**config.mk**
```make
export PLATFORM = sky130hd
export DESIGN_NAME = printf_spec_scanner
export DESIGN_NICKNAME = d
export VERILOG_FILES = /design/src/rtl/core/pss_pkg.sv /design/src/rtl/core/pss_step.sv /design/src/rtl/core/printf_spec_scanner.sv
export SDC_FILE = /design/constraint.sdc
export NUM_CORES = 1
export LEC_CHECK = 0
export BUFFER_PORTS_ARGS = -buffer_cell sky130_fd_sc_hd__buf_4
export CORE_ASPECT_RATIO = 1.2
export CORE_MARGIN = 2
export CORE_UTILIZATION = 35
export DETAILED_ROUTE_END_ITERATION = 12
export SETUP_SLACK_MARGIN = 0.5
export SYNTH_ARGS = -nofsm -noshare
export SYNTH_HDL_FRONTEND = slang
export SYNTH_SLANG_ARGS = --single-unit
```
**constraint.sdc**
```tcl
create_clock -name clk -period 8.6 [get_ports clk]
set_input_delay 0.86 -clock clk [delete_from_list [all_inputs] [get_ports clk]]
set_output_delay 0.86 -clock clk [all_outputs]
set_load 0.02 [all_outputs]
```
**src/rtl/core/pss_pkg.sv**
```systemverilog
`timescale 1ns / 1ps
// ----------------------------------------------------------------------------
// pss_pkg: shared types and constants for the format spec scanner
// Scan phases, character codes and the per-word step result.
// ----------------------------------------------------------------------------
package pss_pkg;

  // Scan phase, one-hot
  typedef enum logic [7:0] {
    PH_TEXT     = 8'b0000_0001,
    PH_PCT      = 8'b0000_0010,
    PH_AT       = 8'b0000_0100,
    PH_FLAGS    = 8'b0000_1000,
    PH_DIGITS   = 8'b0001_0000,
    PH_AFTERNUM = 8'b0010_0000,
    PH_DOT      = 8'b0100_0000,
    PH_LEN      = 8'b1000_0000
  } phase_t;

  // Result kinds
  localparam logic KIND_STAR = 1'b0;
  localparam logic KIND_CONV = 1'b1;

  // Character codes
  localparam logic [7:0] CH_PCT   = 8'h25;  // '%'
  localparam logic [7:0] CH_AT    = 8'h40;  // '@'
  localparam logic [7:0] CH_STAR  = 8'h2A;  // '*'
  localparam logic [7:0] CH_DOT   = 8'h2E;  // '.'
  localparam logic [7:0] CH_M     = 8'h6D;  // 'm'
  localparam logic [7:0] CH_D     = 8'h64;  // 'd'
  localparam logic [7:0] CH_QUOTE = 8'h27;  // '\''
  localparam logic [7:0] CH_MINUS = 8'h2D;  // '-'
  localparam logic [7:0] CH_PLUS  = 8'h2B;  // '+'
  localparam logic [7:0] CH_SPACE = 8'h20;  // ' '
  localparam logic [7:0] CH_HASH  = 8'h23;  // '#'
  localparam logic [7:0] CH_ZERO  = 8'h30;  // '0'
  localparam logic [7:0] CH_NINE  = 8'h39;  // '9'
  localparam logic [7:0] CH_LC_L  = 8'h6C;  // 'l'
  localparam logic [7:0] CH_LC_H  = 8'h68;  // 'h'
  localparam logic [7:0] CH_UC_L  = 8'h4C;  // 'L'
  localparam logic [7:0] CH_LC_Z  = 8'h7A;  // 'z'
  localparam logic [7:0] CH_LC_T  = 8'h74;  // 't'
  localparam logic [7:0] CH_LC_J  = 8'h6A;  // 'j'
  localparam logic [7:0] CH_LC_Q  = 8'h71;  // 'q'

  localparam logic [15:0] STAR_LEN = 16'd2;

  // Outcome of scanning one byte
  typedef struct packed {
    phase_t      phase_nxt;
    logic        start_load;   // record current position as spec start
    logic        res_vld;
    logic        kind;
    logic [15:0] offset;
    logic [15:0] length;
    logic [7:0]  conv;
  } step_t;

endpackage

```
**src/rtl/core/pss_step.sv**
```systemverilog
`timescale 1ns / 1ps
// ----------------------------------------------------------------------------
// pss_step: one-byte scan step
// Resolves the phase chain for one byte (pct -> flags -> width -> dot -> len) and
// builds the optional star or conversion result.
// ----------------------------------------------------------------------------
module pss_step (
  input  pss_pkg::phase_t phase,
  input  logic [7:0]      char_byte,
  input  logic [15:0]     pos,
  input  logic [15:0]     start,
  output pss_pkg::step_t  step
);

  logic        is_digit;
  logic        is_flag;
  logic        is_lenmod;
  logic        do_flags;
  logic        do_after;
  logic        do_len;
  logic [16:0] len_full;
  logic [15:0] conv_len;

  // Character classes
  assign is_digit  = (char_byte >= pss_pkg::CH_ZERO) && (char_byte <= pss_pkg::CH_NINE);
  assign is_flag   = char_byte inside {pss_pkg::CH_MINUS, pss_pkg::CH_PLUS, pss_pkg::CH_SPACE,
                                       pss_pkg::CH_ZERO, pss_pkg::CH_HASH, pss_pkg::CH_QUOTE};
  assign is_lenmod = char_byte inside {pss_pkg::CH_LC_L, pss_pkg::CH_LC_H, pss_pkg::CH_UC_L,
                                       pss_pkg::CH_LC_Z, pss_pkg::CH_LC_T, pss_pkg::CH_LC_J,
                                       pss_pkg::CH_LC_Q};

  // Spec length, saturating
  assign len_full = {1'b0, pos} - {1'b0, start} + 17'd1;
  always_comb begin
    if (pos < start) begin
      conv_len = 16'd1;
    end else if (len_full[16]) begin
      conv_len = 16'hFFFF;
    end else begin
      conv_len = len_full[15:0];
    end
  end

  // Phase chain
  always_comb begin
    step            = '0;
    step.phase_nxt  = pss_pkg::PH_TEXT;
    step.offset     = pos;
    step.length     = pss_pkg::STAR_LEN;
    step.conv       = pss_pkg::CH_D;
    step.kind       = pss_pkg::KIND_STAR;
    do_flags        = 1'b0;
    do_after        = 1'b0;
    do_len          = 1'b0;

    case (phase)
      pss_pkg::PH_PCT: begin
        if (char_byte == pss_pkg::CH_PCT) begin
          step.phase_nxt = pss_pkg::PH_TEXT;
        end else if (char_byte == pss_pkg::CH_AT) begin
          step.phase_nxt = pss_pkg::PH_AT;
        end else begin
          do_flags = 1'b1;
        end
      end
      pss_pkg::PH_AT: begin
        step.phase_nxt = pss_pkg::PH_AT;
        if (char_byte == pss_pkg::CH_AT) begin
          step.phase_nxt = pss_pkg::PH_FLAGS;
        end else if (char_byte == pss_pkg::CH_STAR) begin
          step.res_vld = 1'b1;
        end
      end
      pss_pkg::PH_FLAGS: begin
        do_flags = 1'b1;
      end
      pss_pkg::PH_DIGITS: begin
        if (is_digit) begin
          step.phase_nxt = pss_pkg::PH_DIGITS;
        end else begin
          do_after = 1'b1;
        end
      end
      pss_pkg::PH_AFTERNUM: begin
        do_after = 1'b1;
      end
      pss_pkg::PH_DOT: begin
        if (char_byte == pss_pkg::CH_STAR) begin
          step.res_vld   = 1'b1;
          step.phase_nxt = pss_pkg::PH_AFTERNUM;
        end else if (is_digit) begin
          step.phase_nxt = pss_pkg::PH_DIGITS;
        end else begin
          do_after = 1'b1;
        end
      end
      pss_pkg::PH_LEN: begin
        do_len = 1'b1;
      end
      default: begin
        // text, and any unused code
        if (char_byte == pss_pkg::CH_PCT) begin
          step.start_load = 1'b1;
          step.phase_nxt  = pss_pkg::PH_PCT;
        end
      end
    endcase

    // flags / width star / width digits
    if (do_flags) begin
      if (is_flag) begin
        step.phase_nxt = pss_pkg::PH_FLAGS;
      end else if (char_byte == pss_pkg::CH_STAR) begin
        step.res_vld   = 1'b1;
        step.phase_nxt = pss_pkg::PH_AFTERNUM;
      end else if (is_digit) begin
        step.phase_nxt = pss_pkg::PH_DIGITS;
      end else begin
        do_after = 1'b1;
      end
    end

    // precision dot
    if (do_after) begin
      if (char_byte == pss_pkg::CH_DOT) begin
        step.phase_nxt = pss_pkg::PH_DOT;
      end else begin
        do_len = 1'b1;
      end
    end

    // length modifiers and conversion
    if (do_len) begin
      if (is_lenmod) begin
        step.phase_nxt = pss_pkg::PH_LEN;
      end else if (char_byte == pss_pkg::CH_M) begin
        step.phase_nxt = pss_pkg::PH_TEXT;
      end else begin
        step.res_vld   = 1'b1;
        step.kind      = pss_pkg::KIND_CONV;
        step.offset    = start;
        step.length    = conv_len;
        step.conv      = char_byte;
        step.phase_nxt = pss_pkg::PH_TEXT;
      end
    end
  end

endmodule

```
**src/rtl/core/printf_spec_scanner.sv**
```systemverilog
`timescale 1ns / 1ps
// ----------------------------------------------------------------------------
// printf_spec_scanner: printf format specifier scanner
// Scans a format string a byte per word and emits one word per argument.
// ----------------------------------------------------------------------------
//  channel  direction  handshake            payload
//  in_      input      in_valid/in_ready    char_byte[7:0], last_byte
//  out_     output     out_valid/out_ready  arg_kind, spec_offset[15:0],
//                                           spec_length[15:0], conv_char[7:0]
//
//  One byte per cycle sustained while out_ready keeps up; each byte waits in the
//  input register and its result (if any) moves on to the output register.
//  Reset (synchronous, rst_n low) empties both registers and puts the scanner
//  in the text phase at position zero.
//  A stalled output holds the word in the input register and drops in_ready.
// ----------------------------------------------------------------------------
module printf_spec_scanner #(
  parameter int MAX_FORMAT_LEN = 65535
) (
  input  logic        clk,
  input  logic        rst_n,
  input  logic        in_valid,
  output logic        in_ready,
  input  logic [7:0]  in_char_byte,
  input  logic        in_last_byte,
  output logic        out_valid,
  input  logic        out_ready,
  output logic        out_arg_kind,
  output logic [15:0] out_spec_offset,
  output logic [15:0] out_spec_length,
  output logic [7:0]  out_conv_char
);

  localparam logic [15:0] POS_MAX = 16'(MAX_FORMAT_LEN);

  logic            in_vld_r;
  logic [7:0]      char_r;
  logic            last_r;
  pss_pkg::phase_t phase_r;
  logic [15:0]     pos_r;
  logic [15:0]     start_r;
  logic            out_vld_r;
  logic            kind_r;
  logic [15:0]     offset_r;
  logic [15:0]     length_r;
  logic [7:0]      conv_r;
  logic            adv;
  pss_pkg::step_t  step;

  // Scan stage moves when it holds a word and the result slot can take one
  assign adv      = in_vld_r && (!out_vld_r || out_ready);
  assign in_ready = !in_vld_r || adv;

  pss_step u_step (
    .phase     (phase_r),
    .char_byte (char_r),
    .pos       (pos_r),
    .start     (start_r),
    .step      (step)
  );

  // Input register
  always_ff @(posedge clk) begin
    if (!rst_n) begin
      in_vld_r <= 1'b0;
    end else if (in_ready) begin
      in_vld_r <= in_valid;
    end
    if (in_ready && in_valid) begin
      char_r <= in_char_byte;
      last_r <= in_last_byte;
    end
  end

  // Scanner state
  always_ff @(posedge clk) begin
    if (!rst_n) begin
      phase_r <= pss_pkg::PH_TEXT;
      pos_r   <= '0;
      start_r <= '0;
    end else if (adv) begin
      if (last_r) begin
        phase_r <= pss_pkg::PH_TEXT;
        pos_r   <= '0;
        start_r <= '0;
      end else begin
        phase_r <= step.phase_nxt;
        if (step.start_load) begin
          start_r <= pos_r;
        end
        if (pos_r < POS_MAX) begin
          pos_r <= pos_r + 16'd1;
        end
      end
    end
  end

  // Result register
  always_ff @(posedge clk) begin
    if (!rst_n) begin
      out_vld_r <= 1'b0;
    end else if (adv) begin
      out_vld_r <= step.res_vld;
    end else if (out_ready) begin
      out_vld_r <= 1'b0;
    end
    if (adv && step.res_vld) begin
      kind_r   <= step.kind;
      offset_r <= step.offset;
      length_r <= step.length;
      conv_r   <= step.conv;
    end
  end

  assign out_valid       = out_vld_r;
  assign out_arg_kind    = kind_r;
  assign out_spec_offset = offset_r;
  assign out_spec_length = length_r;
  assign out_conv_char   = conv_r;

`ifndef SYNTHESIS
  // star words always look like "%d"
  a_star_shape: assert property (@(posedge clk) disable iff (!rst_n)
    out_valid && (out_arg_kind == pss_pkg::KIND_STAR) |->
      (out_spec_length == pss_pkg::STAR_LEN) && (out_conv_char == pss_pkg::CH_D))
    else $error("star word with wrong length or conversion");

  // final byte returns the scanner to its reset state
  a_last_clears: assert property (@(posedge clk) disable iff (!rst_n)
    adv && last_r |=> (pos_r == 16'd0) && (phase_r == pss_pkg::PH_TEXT))
    else $error("scanner not cleared after final byte");

  // a conversion word never reaches past the current position
  a_conv_bounds: assert property (@(posedge clk) disable iff (!rst_n)
    adv && step.res_vld && (step.kind == pss_pkg::KIND_CONV) |->
      (step.offset == start_r) && (step.length != 16'd0) && (start_r <= pos_r))
    else $error("conversion word out of bounds");
`endif

endmodule
```
==> summary.txt <==
Flow run
  – Maxcap violations: 0

STA
  – RSZ-0062 raised after global routing: false
  – Final setup violation count: 0
  – Min Hold Slack: 0.514 ns
  – Final Hold Vio Count: 0
  – FMAX: 272 MHz
  – Total Neg Setup Slack: 0 ns
  – Fin crit share: 0.428
  – Worst Tran Pin Value: 1.16 ns
  – Fin. max-slew vios: 0
  – Slew margin rel.: 0.226
  – Fin crit period: 3.68 ns
  – Layout Skew: 0.00828 ns

Logic synthesis
  – Syn_area_per_cell: 9.59 µm²
  – Post-synthesis async set-or-reset flop share: 0
  – Most used DFF post-synth: edfxtp_1
  – Seq/Total Area, Yosys: 0.432
  – Flop and latch count out of synthesis: 92
  – Synth Cell Area: 5420 µm²
  – Synth unique cells: 70
  – Syn nets: 620
  – Yosys warning count: 0
  – Cells after Synth: 565
  – Post-synth EDFFs: 50

Floorplan
  – Die area: 16500 µm²
  – Die X: 118 µm
  – Top Ports: 56
  – Die height: 140 µm
  – # rows: 49
  – Core Area: 15100 µm²
  – Initial core utilization: 0.359

Clock network
  – Clk sinks: 92
  – Clk_lat worst skew: 0.35 ns
  – CTS tree: done
  – Worst-case clock buffer depth: 2
  – Postcts setup bufs: 0
  – Htree depth: 3
  – TritonCTS Buffers: 9
  – CTS Root Cell: clkbuf_16
  – Hold-fix buffers at CTS: 0
  – Worst-path clk slew: 0.06 ns
  – PostCTS Resize Cnt: 0

Setup path
  – Reg2reg path depth: 8
  – Required time of the critical path: 8.66 ns
  – Worst setup SP type: register
  – Max FO, Critical Path: 22
  – Crit path cell chain: or4b_1 -> or4_4 -> a31oi_4 -> o21ai_2 -> o21bai_4 -> buf_4 -> or2b_1 -> a21oi_1
  – CP arrival: 3.74 ns
  – Crit path kind: reg2reg
  – Setup crit start: char_r[1]
  – Reg-to-reg startpoint: char_r[1]
  – Max stage delay on crit path: 0.60 ns
  – Slowest-stage cell, CP: or4b_1
  – Critical Path End Type: register

Drt
  – Remaining DRCs: 0
  – TritonRoute pass-1 iters: 4
  – Vias: 4206
  – Drt via density: 5.13
  – Final WL: 11.7 mm
  – Detail Route Antenna Nets: 0
  – Avg WL per Cell: 14.3 µm
  – 1st-iter DRT viols: 242

Hold path
  – WHS Path Cells: 2
  – HP Start: in_vld_r
  – HP Class: reg2reg

Layout
  – Diodes inserted: 0
  – Synthesis-to-finish area growth: 15.9%
  – Share of cells above drive strength 1: 0.148
  – Multi-input gate area: 2810 µm²
  – FF+latch area: 2340 µm²
  – Finished Core Util: 0.416
  – Fin area: 6280 µm²
  – Final nets: 666
  – Filler Cells Inserted: 1508

Placement
  – Final HPWL DP: 8.74 mm
  – Final GP Congestion: 0.807
  – Area after DPL: 6010 µm²
  – Number of port buffers: 55

Global routing
  – First-pass GRT wire length: 19.8 mm
  – GR Util All Layers: 0.146
  – Gr ovfl total: 0
  – Number of global-route vias before repair: 4123
  – Initial antenna violation count: 0
  – Pin count of the biggest net entering global routing: 42

Pwr
  – Pwr Total: 874 µW
  – Part of the power in combinational logic: 0.032
  – Register share of total power: 0.543
  – Clk pwr share: 0.425
  – Lkg Pwr: 0.00228 µW
  – Switch Pwr: 186 µW
  – Power per standard cell area: 139 nW/µm²
  – VDD IR max: 82.7 µV
  – Switching share of power: 0.213
  – Internal power: 687 µW

Run status
  – Outcome: finished clean
-- power groups by stage --
stage	Combinational [µW]	Clock, µW	Sequential (µW)
2_1_floorplan	23.5	0	477
3_3_place_gp	28.3	0	483
3_5_place_dp	28.5	0	484
4_1_cts	28.6	381	474
5_1_grt	31.3	398	475
6_report	28.4	371	474
-- layer usage --
layer,vias up,wire [µm],GRT usage
met4,0,197,0.0507
met2,80,6070,0.266
met3,16,395,0.0293
met1,2009,5040,0.172
li1,2101,-,-
met5,-,0,0
-- layout by cell type (no fill, tap or decap), types with 3 or more instances in the layout --
cell type	instances
xnor2_1	17
buf_4	56
a211o_1	3
and3_1	7
nor4_1	7
o21ai_1	19
nand2b_1	9
or3_1	3
xor2_1	11
edfxtp_1	50
nand4_1	4
nand2_1	49
inv_1	48
nand3_1	12
nor2b_1	24
or2_2	6
a21oi_1	32
fa_1	8
dfxtp_1	42
clkbuf_16	9
a22oi_1	17
ha_1	34
and2_1	10
nor3_1	8
nor2_1	41
o21ai_0	14
o211ai_1	4
a31oi_1	4
nand3b_1	4
-- logic make-up (layout without fill, tap and decap cells) --
family / count (synthesis) / after routing / share of synthesized area
simple gates: 205 / 205 / 0.203
flops: 92 / 92 / 0.432
mux: 1 / 1 / 0.00208
compound gates: 127 / 127 / 0.158
xor+xnor: 28 / 28 / 0.0453
buf+inv: 70 / 121 / 0.0515
fa+ha+maj: 42 / 42 / 0.108
-- flip-flops by register name (all words and copies together) (netlist names) --
| signal | cells |
|---|---|
| out_spec_length | 16 |
| out_spec_offset | 16 |
| pos_r | 16 |
| start_r | 16 |
| char_r | 8 |
| out_conv_char | 8 |
| phase_r | 8 |
| in_vld_r | 1 |
| last_r | 1 |
| out_arg_kind | 1 |
| out_valid | 1 |
-- cell type report --
type                       instances  share of cell area
clock buffer                      13              0.0414
inverter                          49              0.0293
timing repair buffer              56              0.0669
multi-input combinational        403               0.447
sequential                        92               0.373
clock inverter                     3             0.00219
tap                              204              0.0406
-- critical path: cells and delay by family, from the launching register on --
| family | cells | cell delay (ns) |
|---|---|---|
| compound gates | 4 | 0.89 |
| buf+inv | 1 | 0.35 |
| flops | 1 | 0.57 |
| simple gates | 3 | 1.58 |
-- Yosys cell counts, drive strengths merged, types with 5 or more instances --
library cell / instances / area (µm²)
o21ai: 35 / 183
nand2b: 9 / 56.3
and3: 7 / 43.8
a21oi: 32 / 160
xor2: 11 / 96.3
clkbuf: 12 / 45.0
buf: 9 / 50.0
a22oi: 17 / 128
nor2: 42 / 158
nor2b: 24 / 150
nand3: 12 / 60.1
nor3: 9 / 50.1
nor4: 8 / 56.3
a31oi: 5 / 46.3
fa: 8 / 160
xnor2: 17 / 149
and2: 10 / 62.6
or2: 6 / 37.5
ha: 34 / 425
dfxtp: 42 / 841
nand2: 49 / 184
edfxtp: 50 / 1500
inv: 49 / 184
-- worst paths after layout --
| kind | end | slack (ns) |
|---|---|---|
| min | out_valid | 0.51 |
| max | out_spec_length[12] | 4.92 |
| min reg2reg | out_valid | 0.51 |
| max reg2reg | out_spec_length[12] | 4.92 |
-- stage by stage --
step,std cells,worst slack [ns]
floorplan,565,4.76
global placement,804,5.08
detailed placement,804,4.95
CTS,820,4.94
global route,820,4.72
finish,820,4.92
(Power assumes the default switching activity.)
